**src/rtl/utt_pkg.sv**
```systemverilog
// Shared types and constants for the UTF-16/UTF-32 to UTF-8 transcoder.
`default_nettype none

package utt_pkg;

    // Field widths
    localparam int CMD_W  = 2;
    localparam int CP_W   = 21;
    localparam int BYTE_W = 8;
    localparam int LEN_W  = 2;   // byte count minus one

    // Default depth of the queue between front and back
    localparam int QUEUE_DEPTH_DEF = 2;

    // Code point limits
    localparam logic [CP_W-1:0] CP_MAX       = 21'h10FFFF;
    localparam logic [CP_W-1:0] CP_SURR_LO   = 21'h00D800;
    localparam logic [CP_W-1:0] CP_SURR_HI   = 21'h00DFFF;
    localparam logic [CP_W-1:0] CP_SUPP_BASE = 21'h010000;
    localparam logic [CP_W-1:0] CP_LIM_1B    = 21'h000080;
    localparam logic [CP_W-1:0] CP_LIM_2B    = 21'h000800;

    // Surrogate unit prefixes (top six bits of a 16-bit unit)
    localparam logic [5:0] SURR_HI_TAG = 6'b110110;
    localparam logic [5:0] SURR_LO_TAG = 6'b110111;

    // UTF-8 lead and continuation prefixes
    localparam logic [BYTE_W-1:0] LEAD_2B = 8'hC0;
    localparam logic [BYTE_W-1:0] LEAD_3B = 8'hE0;
    localparam logic [BYTE_W-1:0] LEAD_4B = 8'hF0;
    localparam logic [BYTE_W-1:0] CONT_PF = 8'h80;
    localparam logic [5:0]        CONT_MASK = 6'h3F;

    // Item commands
    typedef enum logic [CMD_W-1:0] {
        CMD_UNIT  = 2'd0,
        CMD_POINT = 2'd1,
        CMD_CLEAR = 2'd2
    } t_cmd;

    // One character to encode: code point and byte count minus one
    typedef struct packed {
        logic [CP_W-1:0]  cp;
        logic [LEN_W-1:0] len;
    } t_char;

endpackage

`default_nettype wire

```
**src/rtl/utt_front.sv**
```systemverilog
// Front end: accepts words, tracks the held surrogate, classifies characters.
`default_nettype none

module utt_front
    import utt_pkg::*;
(
    input  wire logic            i_clk,
    input  wire logic            i_rst_n,
    input  wire logic            i_valid,
    output logic                 o_stall,
    input  wire logic [CMD_W-1:0] i_cmd,
    input  wire logic [CP_W-1:0] i_code_value,
    input  wire logic            i_queue_full,
    output logic                 o_push,
    output t_char                o_char
);

    logic [9:0]      r_held_bits, n_held_bits;
    logic            r_held_vld,  n_held_vld;
    logic            accept;
    logic            emit;
    logic [15:0]     unit;
    logic            is_hi, is_lo;
    logic [CP_W-1:0] cp;
    logic            cp_ok;

    assign o_stall = i_queue_full;
    assign accept  = i_valid && !i_queue_full;
    assign unit    = i_code_value[15:0];
    assign is_hi   = (unit[15:10] == SURR_HI_TAG);
    assign is_lo   = (unit[15:10] == SURR_LO_TAG);
    assign cp_ok   = (i_code_value <= CP_MAX) &&
                     !((i_code_value >= CP_SURR_LO) && (i_code_value <= CP_SURR_HI));

    // Classify the word and update the held surrogate
    always_comb begin
        n_held_bits = r_held_bits;
        n_held_vld  = r_held_vld;
        emit        = 1'b0;
        cp          = '0;
        case (t_cmd'(i_cmd))
            CMD_UNIT: begin
                if (is_hi) begin
                    n_held_bits = unit[9:0];
                    n_held_vld  = 1'b1;
                end else if (is_lo) begin
                    if (r_held_vld) begin
                        cp          = {1'b0, r_held_bits, unit[9:0]} + CP_SUPP_BASE;
                        emit        = 1'b1;
                        n_held_bits = '0;
                        n_held_vld  = 1'b0;
                    end
                end else begin
                    cp          = {5'd0, unit};
                    emit        = 1'b1;
                    n_held_bits = '0;
                    n_held_vld  = 1'b0;
                end
            end
            CMD_POINT: begin
                cp   = i_code_value;
                emit = cp_ok;
            end
            CMD_CLEAR: begin
                n_held_bits = '0;
                n_held_vld  = 1'b0;
            end
            default: begin
            end
        endcase
    end

    // Byte count of the encoding
    always_comb begin
        o_char.cp = cp;
        if (cp < CP_LIM_1B) begin
            o_char.len = 2'd0;
        end else if (cp < CP_LIM_2B) begin
            o_char.len = 2'd1;
        end else if (cp < CP_SUPP_BASE) begin
            o_char.len = 2'd2;
        end else begin
            o_char.len = 2'd3;
        end
    end

    assign o_push = accept && emit;

    // Held surrogate state
    always_ff @(posedge i_clk) begin
        if (!i_rst_n) begin
            r_held_bits <= '0;
            r_held_vld  <= 1'b0;
        end else if (accept) begin
            r_held_bits <= n_held_bits;
            r_held_vld  <= n_held_vld;
        end
    end

    // A held surrogate always carries its bits; clearing zeroes them
    a_held_clear: assert property (@(posedge i_clk) disable iff (!i_rst_n)
        (accept && i_cmd == CMD_CLEAR) |=> (!r_held_vld && r_held_bits == '0))
        else $error("held surrogate not cleared");
    a_pair_clears: assert property (@(posedge i_clk) disable iff (!i_rst_n)
        (o_push && r_held_vld && i_cmd == CMD_UNIT && is_lo) |=> !r_held_vld)
        else $error("surrogate pair left a held unit");
    a_supp_len: assert property (@(posedge i_clk) disable iff (!i_rst_n)
        (o_push && i_cmd == CMD_UNIT && is_lo) |-> (o_char.len == 2'd3))
        else $error("surrogate pair not a four-byte character");

endmodule

`default_nettype wire

```
**src/rtl/utt_queue.sv**
```systemverilog
// Short character queue between the front end and the byte serializer.
`default_nettype none

module utt_queue
    import utt_pkg::*;
#(
    parameter int P_DEPTH = QUEUE_DEPTH_DEF
) (
    input  wire logic  i_clk,
    input  wire logic  i_rst_n,
    input  wire logic  i_push,
    input  wire t_char i_char,
    input  wire logic  i_pop,
    output t_char      o_head,
    output logic       o_empty,
    output logic       o_full
);

    localparam int PW = (P_DEPTH > 1) ? $clog2(P_DEPTH) : 1;
    localparam int CW = $clog2(P_DEPTH + 1);

    t_char         r_mem [P_DEPTH];
    logic [PW-1:0] r_wr, r_rd;
    logic [CW-1:0] r_count;

    assign o_empty = (r_count == '0);
    assign o_full  = (r_count == CW'(P_DEPTH));
    assign o_head  = r_mem[r_rd];

    // Storage
    always_ff @(posedge i_clk) begin
        if (i_push) begin
            r_mem[r_wr] <= i_char;
        end
    end

    // Pointers and fill count
    always_ff @(posedge i_clk) begin
        if (!i_rst_n) begin
            r_wr    <= '0;
            r_rd    <= '0;
            r_count <= '0;
        end else begin
            if (i_push) begin
                r_wr <= (r_wr == PW'(P_DEPTH - 1)) ? '0 : r_wr + 1'b1;
            end
            if (i_pop) begin
                r_rd <= (r_rd == PW'(P_DEPTH - 1)) ? '0 : r_rd + 1'b1;
            end
            if (i_push && !i_pop) begin
                r_count <= r_count + 1'b1;
            end else if (i_pop && !i_push) begin
                r_count <= r_count - 1'b1;
            end
        end
    end

    a_no_overflow: assert property (@(posedge i_clk) disable iff (!i_rst_n)
        !(i_push && o_full))
        else $error("push into full queue");
    a_no_underflow: assert property (@(posedge i_clk) disable iff (!i_rst_n)
        !(i_pop && o_empty))
        else $error("pop from empty queue");
    a_count_range: assert property (@(posedge i_clk) disable iff (!i_rst_n)
        r_count <= CW'(P_DEPTH))
        else $error("queue count out of range");

endmodule

`default_nettype wire

```
**src/rtl/utt_back.sv**
```systemverilog
// Back end: splits each queued character into UTF-8 bytes, one word a cycle unless stalled.
`default_nettype none

module utt_back
    import utt_pkg::*;
(
    input  wire logic         i_clk,
    input  wire logic         i_rst_n,
    input  wire t_char        i_head,
    input  wire logic         i_empty,
    output logic              o_pop,
    output logic              o_valid,
    input  wire logic         i_stall,
    output logic [BYTE_W-1:0] o_utf8_byte,
    output logic              o_last_byte
);

    logic [LEN_W-1:0]  r_idx;
    logic              r_valid;
    logic [BYTE_W-1:0] r_byte;
    logic              r_last;
    logic              load;
    logic              last;
    logic [LEN_W-1:0]  shift;
    logic [5:0]        chunk;
    logic [BYTE_W-1:0] n_byte;

    // Output register may take a new byte when empty or being drained
    assign load  = !i_empty && (!r_valid || !i_stall);
    assign last  = (r_idx == i_head.len);
    assign o_pop = load && last;
    assign shift = i_head.len - r_idx;

    // Six-bit group selected by the remaining byte count
    always_comb begin
        case (shift)
            2'd0:    chunk = i_head.cp[5:0];
            2'd1:    chunk = i_head.cp[11:6];
            2'd2:    chunk = i_head.cp[17:12];
            2'd3:    chunk = {3'd0, i_head.cp[20:18]};
            default: chunk = '0;
        endcase
    end

    // Lead byte or continuation byte
    always_comb begin
        if (r_idx != '0) begin
            n_byte = CONT_PF | {2'b00, chunk & CONT_MASK};
        end else begin
            case (i_head.len)
                2'd0:    n_byte = {1'b0, i_head.cp[6:0]};
                2'd1:    n_byte = LEAD_2B | {3'd0, i_head.cp[10:6]};
                2'd2:    n_byte = LEAD_3B | {4'd0, i_head.cp[15:12]};
                2'd3:    n_byte = LEAD_4B | {5'd0, i_head.cp[20:18]};
                default: n_byte = '0;
            endcase
        end
    end

    // Byte index and output register
    always_ff @(posedge i_clk) begin
        if (!i_rst_n) begin
            r_idx   <= '0;
            r_valid <= 1'b0;
        end else begin
            if (load) begin
                r_idx   <= last ? '0 : r_idx + 1'b1;
                r_valid <= 1'b1;
            end else if (!i_stall) begin
                r_valid <= 1'b0;
            end
        end
    end

    always_ff @(posedge i_clk) begin
        if (load) begin
            r_byte <= n_byte;
            r_last <= last;
        end
    end

    assign o_valid     = r_valid;
    assign o_utf8_byte = r_byte;
    assign o_last_byte = r_last;

    a_idx_range: assert property (@(posedge i_clk) disable iff (!i_rst_n)
        !i_empty |-> (r_idx <= i_head.len))
        else $error("byte index beyond character length");
    a_char_whole: assert property (@(posedge i_clk) disable iff (!i_rst_n)
        (r_valid && !r_last) |=> r_valid)
        else $error("gap inside a character");
    a_lead_after_last: assert property (@(posedge i_clk) disable iff (!i_rst_n)
        (r_valid && !i_stall && r_last) |=> (!r_valid || r_byte[7:6] != 2'b10))
        else $error("continuation byte starts a character");

endmodule

`default_nettype wire

```
**src/rtl/utf16_to_utf8_transcoder_unit.sv**
```systemverilog
// UTF-16/UTF-32 to UTF-8 transcoder: top level.
//
// Input channel (i_valid / o_stall): one word per accepted cycle, carrying
// i_cmd (UTF-16 code unit, UTF-32 code point, or clear) and i_code_value.
// High surrogates are held without output; a following low surrogate forms
// a supplementary character. Unpaired lows and invalid code points vanish.
// Output channel (o_valid / i_stall): one UTF-8 byte per word, o_last_byte
// set on the final byte of each character.
// The first byte of a character passes the queue, then the output register.
// One output byte per cycle while the receiver does not stall, set by the
// single-byte output register; supplementary characters take four bytes.
// A short character queue decouples the classifier from the serializer, so
// input keeps flowing while bytes drain; o_stall rises only when it is full.
// When the receiver stalls, the output word holds and the queue fills.
// Reset (synchronous, active low) empties the queue, drops any output word
// and forgets the held surrogate.
`default_nettype none

module utf16_to_utf8_transcoder_unit
    import utt_pkg::*;
#(
    parameter int P_QUEUE_DEPTH = QUEUE_DEPTH_DEF
) (
    input  wire logic             i_clk,
    input  wire logic             i_rst_n,
    input  wire logic             i_valid,
    output logic                  o_stall,
    input  wire logic [CMD_W-1:0] i_cmd,
    input  wire logic [CP_W-1:0]  i_code_value,
    output logic                  o_valid,
    input  wire logic             i_stall,
    output logic [BYTE_W-1:0]     o_utf8_byte,
    output logic                  o_last_byte
);

    logic  push, pop, empty, full;
    t_char push_char, head;

    utt_front u_front (
        .i_clk        (i_clk),
        .i_rst_n      (i_rst_n),
        .i_valid      (i_valid),
        .o_stall      (o_stall),
        .i_cmd        (i_cmd),
        .i_code_value (i_code_value),
        .i_queue_full (full),
        .o_push       (push),
        .o_char       (push_char)
    );

    utt_queue #(
        .P_DEPTH (P_QUEUE_DEPTH)
    ) u_queue (
        .i_clk   (i_clk),
        .i_rst_n (i_rst_n),
        .i_push  (push),
        .i_char  (push_char),
        .i_pop   (pop),
        .o_head  (head),
        .o_empty (empty),
        .o_full  (full)
    );

    utt_back u_back (
        .i_clk       (i_clk),
        .i_rst_n     (i_rst_n),
        .i_head      (head),
        .i_empty     (empty),
        .o_pop       (pop),
        .o_valid     (o_valid),
        .i_stall     (i_stall),
        .o_utf8_byte (o_utf8_byte),
        .o_last_byte (o_last_byte)
    );

endmodule

`default_nettype wire

```
**config.mk**
```make
export PLATFORM = sky130hd
export DESIGN_NAME = utf16_to_utf8_transcoder_unit
export DESIGN_NICKNAME = d
export VERILOG_FILES = /design/src/rtl/utt_pkg.sv /design/src/rtl/utt_front.sv /design/src/rtl/utt_queue.sv /design/src/rtl/utt_back.sv /design/src/rtl/utf16_to_utf8_transcoder_unit.sv
export SDC_FILE = /design/constraint.sdc
export NUM_CORES = 1
export LEC_CHECK = 0
export ABC_AREA = 1
export BUFFER_PORTS_ARGS = -buffer_cell sky130_fd_sc_hd__buf_2
export CAP_MARGIN = 20
export CORE_AREA = 2 2 115 117
export DETAILED_ROUTE_END_ITERATION = 16
export DIE_AREA = 0 0 117 119
export GPL_TIMING_DRIVEN = 0
export SLEW_MARGIN = 40
export SYNTH_ARGS = -nofsm -noshare
export SYNTH_HDL_FRONTEND = slang
export SYNTH_SLANG_ARGS = --single-unit
```
**constraint.sdc**
```tcl
create_clock -name i_clk -period 3.1 [get_ports i_clk]
set_input_delay 0.155 -clock i_clk [delete_from_list [all_inputs] [get_ports i_clk]]
set_output_delay 0.155 -clock i_clk [all_outputs]
set_load 0.01 [all_outputs]
```
==> results.sh <==
export IMPL_cap_violations=0
export IMPL_arrival_ns=2.77
export IMPL_post_cts_resized=0
export IMPL_worst_pin_slew_ns=0.5395
export IMPL_startpoint_type="flop"
export IMPL_synth_async_sr_flop_share_pct=0
export IMPL_p_per_area_nw_per_um2=755.7
export IMPL_layout_drive_gt1_share_pct=16.01
export IMPL_post_cts_buffers=0
export IMPL_hold_buffers=0
export IMPL_peakVddDrop_mv=0.3161
export IMPL_whs_ns=0.09086
export IMPL_route_detailed_drc=0
export IMPL_ant_nets=0
export IMPL_gp_congestion=0.9035
export IMPL_grt_total_usage_pct=13.62
export IMPL_yosys_warnings=0
export IMPL_crit_path_end_kind="flop"
export IMPL_path_cells="buf_6 > inv_6 > o21ai_2 > inv_1 > ha_1 > inv_1 > nor2_4 > nand2_2 > ha_1 > a21oi_1 > o21ai_0 > o21ai_0 > a21oi_1"
export IMPL_cp_slowest_cell="ha_1"
export IMPL_setup_tns_ns=0
export IMPL_port_buffers=37
export IMPL_max_slew_margin_pct=64.03
export IMPL_cts_root_buf="clkbuf_16"
export IMPL_die_area_um2=13920
export IMPL_grt_pass1_wl_um=14480
export IMPL_cp_required_ns=3.32
export IMPL_slew_violations=0
export IMPL_synth_yosys_seq_area_share_pct=54.21
export IMPL_coreArea_um2=12870
export IMPL_share_comb_of_total_power_pct=31.3
export IMPL_synth_edf_count=55
export IMPL_fin_total_pwr_mw=3.394
export IMPL_p_int_mw=2.218
export IMPL_max_freq_ghz=0.3924
export IMPL_grt_pass1_vias=2895
export IMPL_crit_family="adder cells"
export IMPL_die_h_um=119
export IMPL_vias_per_cell=4.349
export IMPL_worstSkewPairLatency_ns=0.33
export IMPL_syn_inst=452
export IMPL_status="completed"
export IMPL_final_nets=532
export IMPL_dpl_hpwl_um=6886
export IMPL_firstDrtPassIters=4
export IMPL_synthDominantCellAreaShare_pct=44.06
export IMPL_num_vias=2966
export IMPL_cts_tree="built"
export IMPL_clkTransAtPathRegs_ns=0.06
export IMPL_rows=42
export IMPL_num_io_pins=38
export IMPL_synth_distinct_cells=35
export IMPL_crit_type="flop to flop"
export IMPL_cp_num_buf_inv=4
export IMPL_synth_largest_area_cell="edfxtp_1"
export IMPL_postRouteWirelength_um=8767
export IMPL_synth_area_um2=3749
export IMPL_drt_iter0_markers=171
export IMPL_leakage_nw=1.934
export IMPL_setup_viol=0
export IMPL_grt_ovfl_total=0
export IMPL_rsz0062_at_grt="no"
export IMPL_worstHoldPathType="input port to flop"
export IMPL_clock_sinks=74
export IMPL_avgRoutedWirePerCell_um=12.85
export IMPL_switching_power_mw=1.176
export IMPL_antenna_found_initial=0
export IMPL_p_seq_share_pct=37.8
export IMPL_antenna_cells=0
export IMPL_syn_to_final_growth_pct=19.83
export IMPL_initial_core_util_pct=29.12
export IMPL_ys_flop_type="edfxtp_1"
export IMPL_finalHoldViolations=0
export IMPL_clockBufferDepth=2
export IMPL_finalClockSkew_ns=0.008754
export IMPL_grt_max_degree=25
export IMPL_cpPeakStageDelay_ns=0.41
export IMPL_ys_seq_elements=74
export IMPL_clock_power_share_pct=31.0
export IMPL_numCtsBuffers=9
export IMPL_p_sw_share_pct=34.65
export IMPL_crit_path_max_fanout=8
export IMPL_fp_dieW_um=117
export IMPL_fin_crit_sh_pct=82.21
export IMPL_syn_area_per_cell_um2=8.293
export IMPL_htree_num_levels=3
export IMPL_synth_area_leaders="edfxtp_1 44%, nand2_1 15%, dfxtp_1 10%"
export IMPL_fin_util_pct=34.89
export IMPL_syn_num_nets=483
export IMPL_period_needed_ns=2.548
cell usage in the layout, fill, tap and decap left out, types with 5 or more instances in the layout:
| cell type | count |
|---|---|
| o21ai_0 | 18 |
| mux2i_1 | 5 |
| inv_1 | 56 |
| edfxtp_1 | 55 |
| nor2_1 | 43 |
| dfxtp_1 | 19 |
| clkbuf_16 | 9 |
| buf_2 | 40 |
| nand3_1 | 32 |
| nand2_1 | 152 |
| a21oi_1 | 18 |
| clkbuf_1 | 6 |
power by group through the flow:
stage	Combinational, mW	Sequential (mW)	Clock (mW)
floorplan	0.710	1.34	0
global placement	1.04	1.30	0
detailed placement	1.07	1.31	0
CTS	1.07	1.28	1.07
global route	1.22	1.29	1.13
finish	1.06	1.28	1.05
routing by layer:
layer	track usage, %	vias to the layer above	share of wire, %
li1	-	1560	-
met1	17.64	1343	47
met2	22.54	53	49
met3	2.952	10	3.0
met4	4.338	0	1.4
met5	0	-	0
layout make-up:
cell class	instances	area (µm²)
Buffer	9	45.04
Clock buffer	10	229.0
Clock inverter	6	73.82
Fill cell	1334	8383
Inverter	61	234.0
Multi-Input combinational cell	308	1445
Sequential cell	74	2032
Tap cell	176	220.2
Timing Repair Buffer	38	212.7
flip-flops by register name, summed over array words and instances (netlist names), named ones only:
signal / cells
u_queue.r_rd: 1
u_front.r_held_vld: 1
u_back.r_idx: 2
u_back.o_valid: 1
u_queue.r_count: 2
u_back.o_utf8_byte: 8
u_queue.r_mem: 46
u_front.r_held_bits: 10
u_back.o_last_byte: 1
u_queue.r_wr: 1
path summary, 6_finish.rpt:
check                                         to  slack (ns)  cells after the start                                start
max reg2reg      u_queue.r_count[1]$_SDFFE_PN0P_        0.55                     13                                 flop
max              u_queue.r_count[1]$_SDFFE_PN0P_        0.55                     13                                 flop
min reg2reg  u_front.r_held_bits[4]$_SDFFE_PN0P_        0.48                      2  u_front.r_held_bits[4]$_SDFFE_PN0P_
min          u_front.r_held_bits[2]$_SDFFE_PN0P_        0.09                      3                      i_code_value[2]
logic make-up (layout without fill, tap and decap cells):
family,Yosys count,in the layout,synth area share [%]
xor gates and xnor gates,2,2,0.4674
muxes,5,5,1.335
buffers and inverters,70,124,7.443
AOI/OAI and AO/OA,47,47,6.876
and+or+nand+nor,250,250,28.34
DFF,74,74,54.21
adders and majority gates,4,4,1.335
metrics by stage:
stage	cell area, µm²	cells	worst slack, ns
floorplan	3749	452	0.7227
global placement	4154	665	-0.1408
detailed placement	4189	666	0.5258
CTS	4492	682	0.5112
global route	4492	682	0.3575
finish	4492	682	0.5515
Yosys cell counts, types with 2 or more instances:
cell and n:
o21ai_2 2, nand3_1 32, nand2_2 4, a21oi_1 18
nand2_1 152, mux2i_1 5, dfxtp_1 19, nor2_2 4
nand4_1 3, inv_1 57, nor2_4 2, buf_2 3
nor2_1 44, o21ai_0 18, nand2_4 3, edfxtp_1 55
ha_1 4, clkbuf_1 5, xor2_1 2, inv_2 3
o21ai_1 3
worst register-to-register path, delay by kind of cell (launching register included):
kind                       cells  cell delay [ns]
adders and majority gates      2             0.75
and+or+nand+nor                2             0.23
AOI/OAI and AO/OA              5             0.72
DFF                            1             0.32
buffers and inverters          4             0.42
No activity file was read; power rests on OpenSTA's default activity.
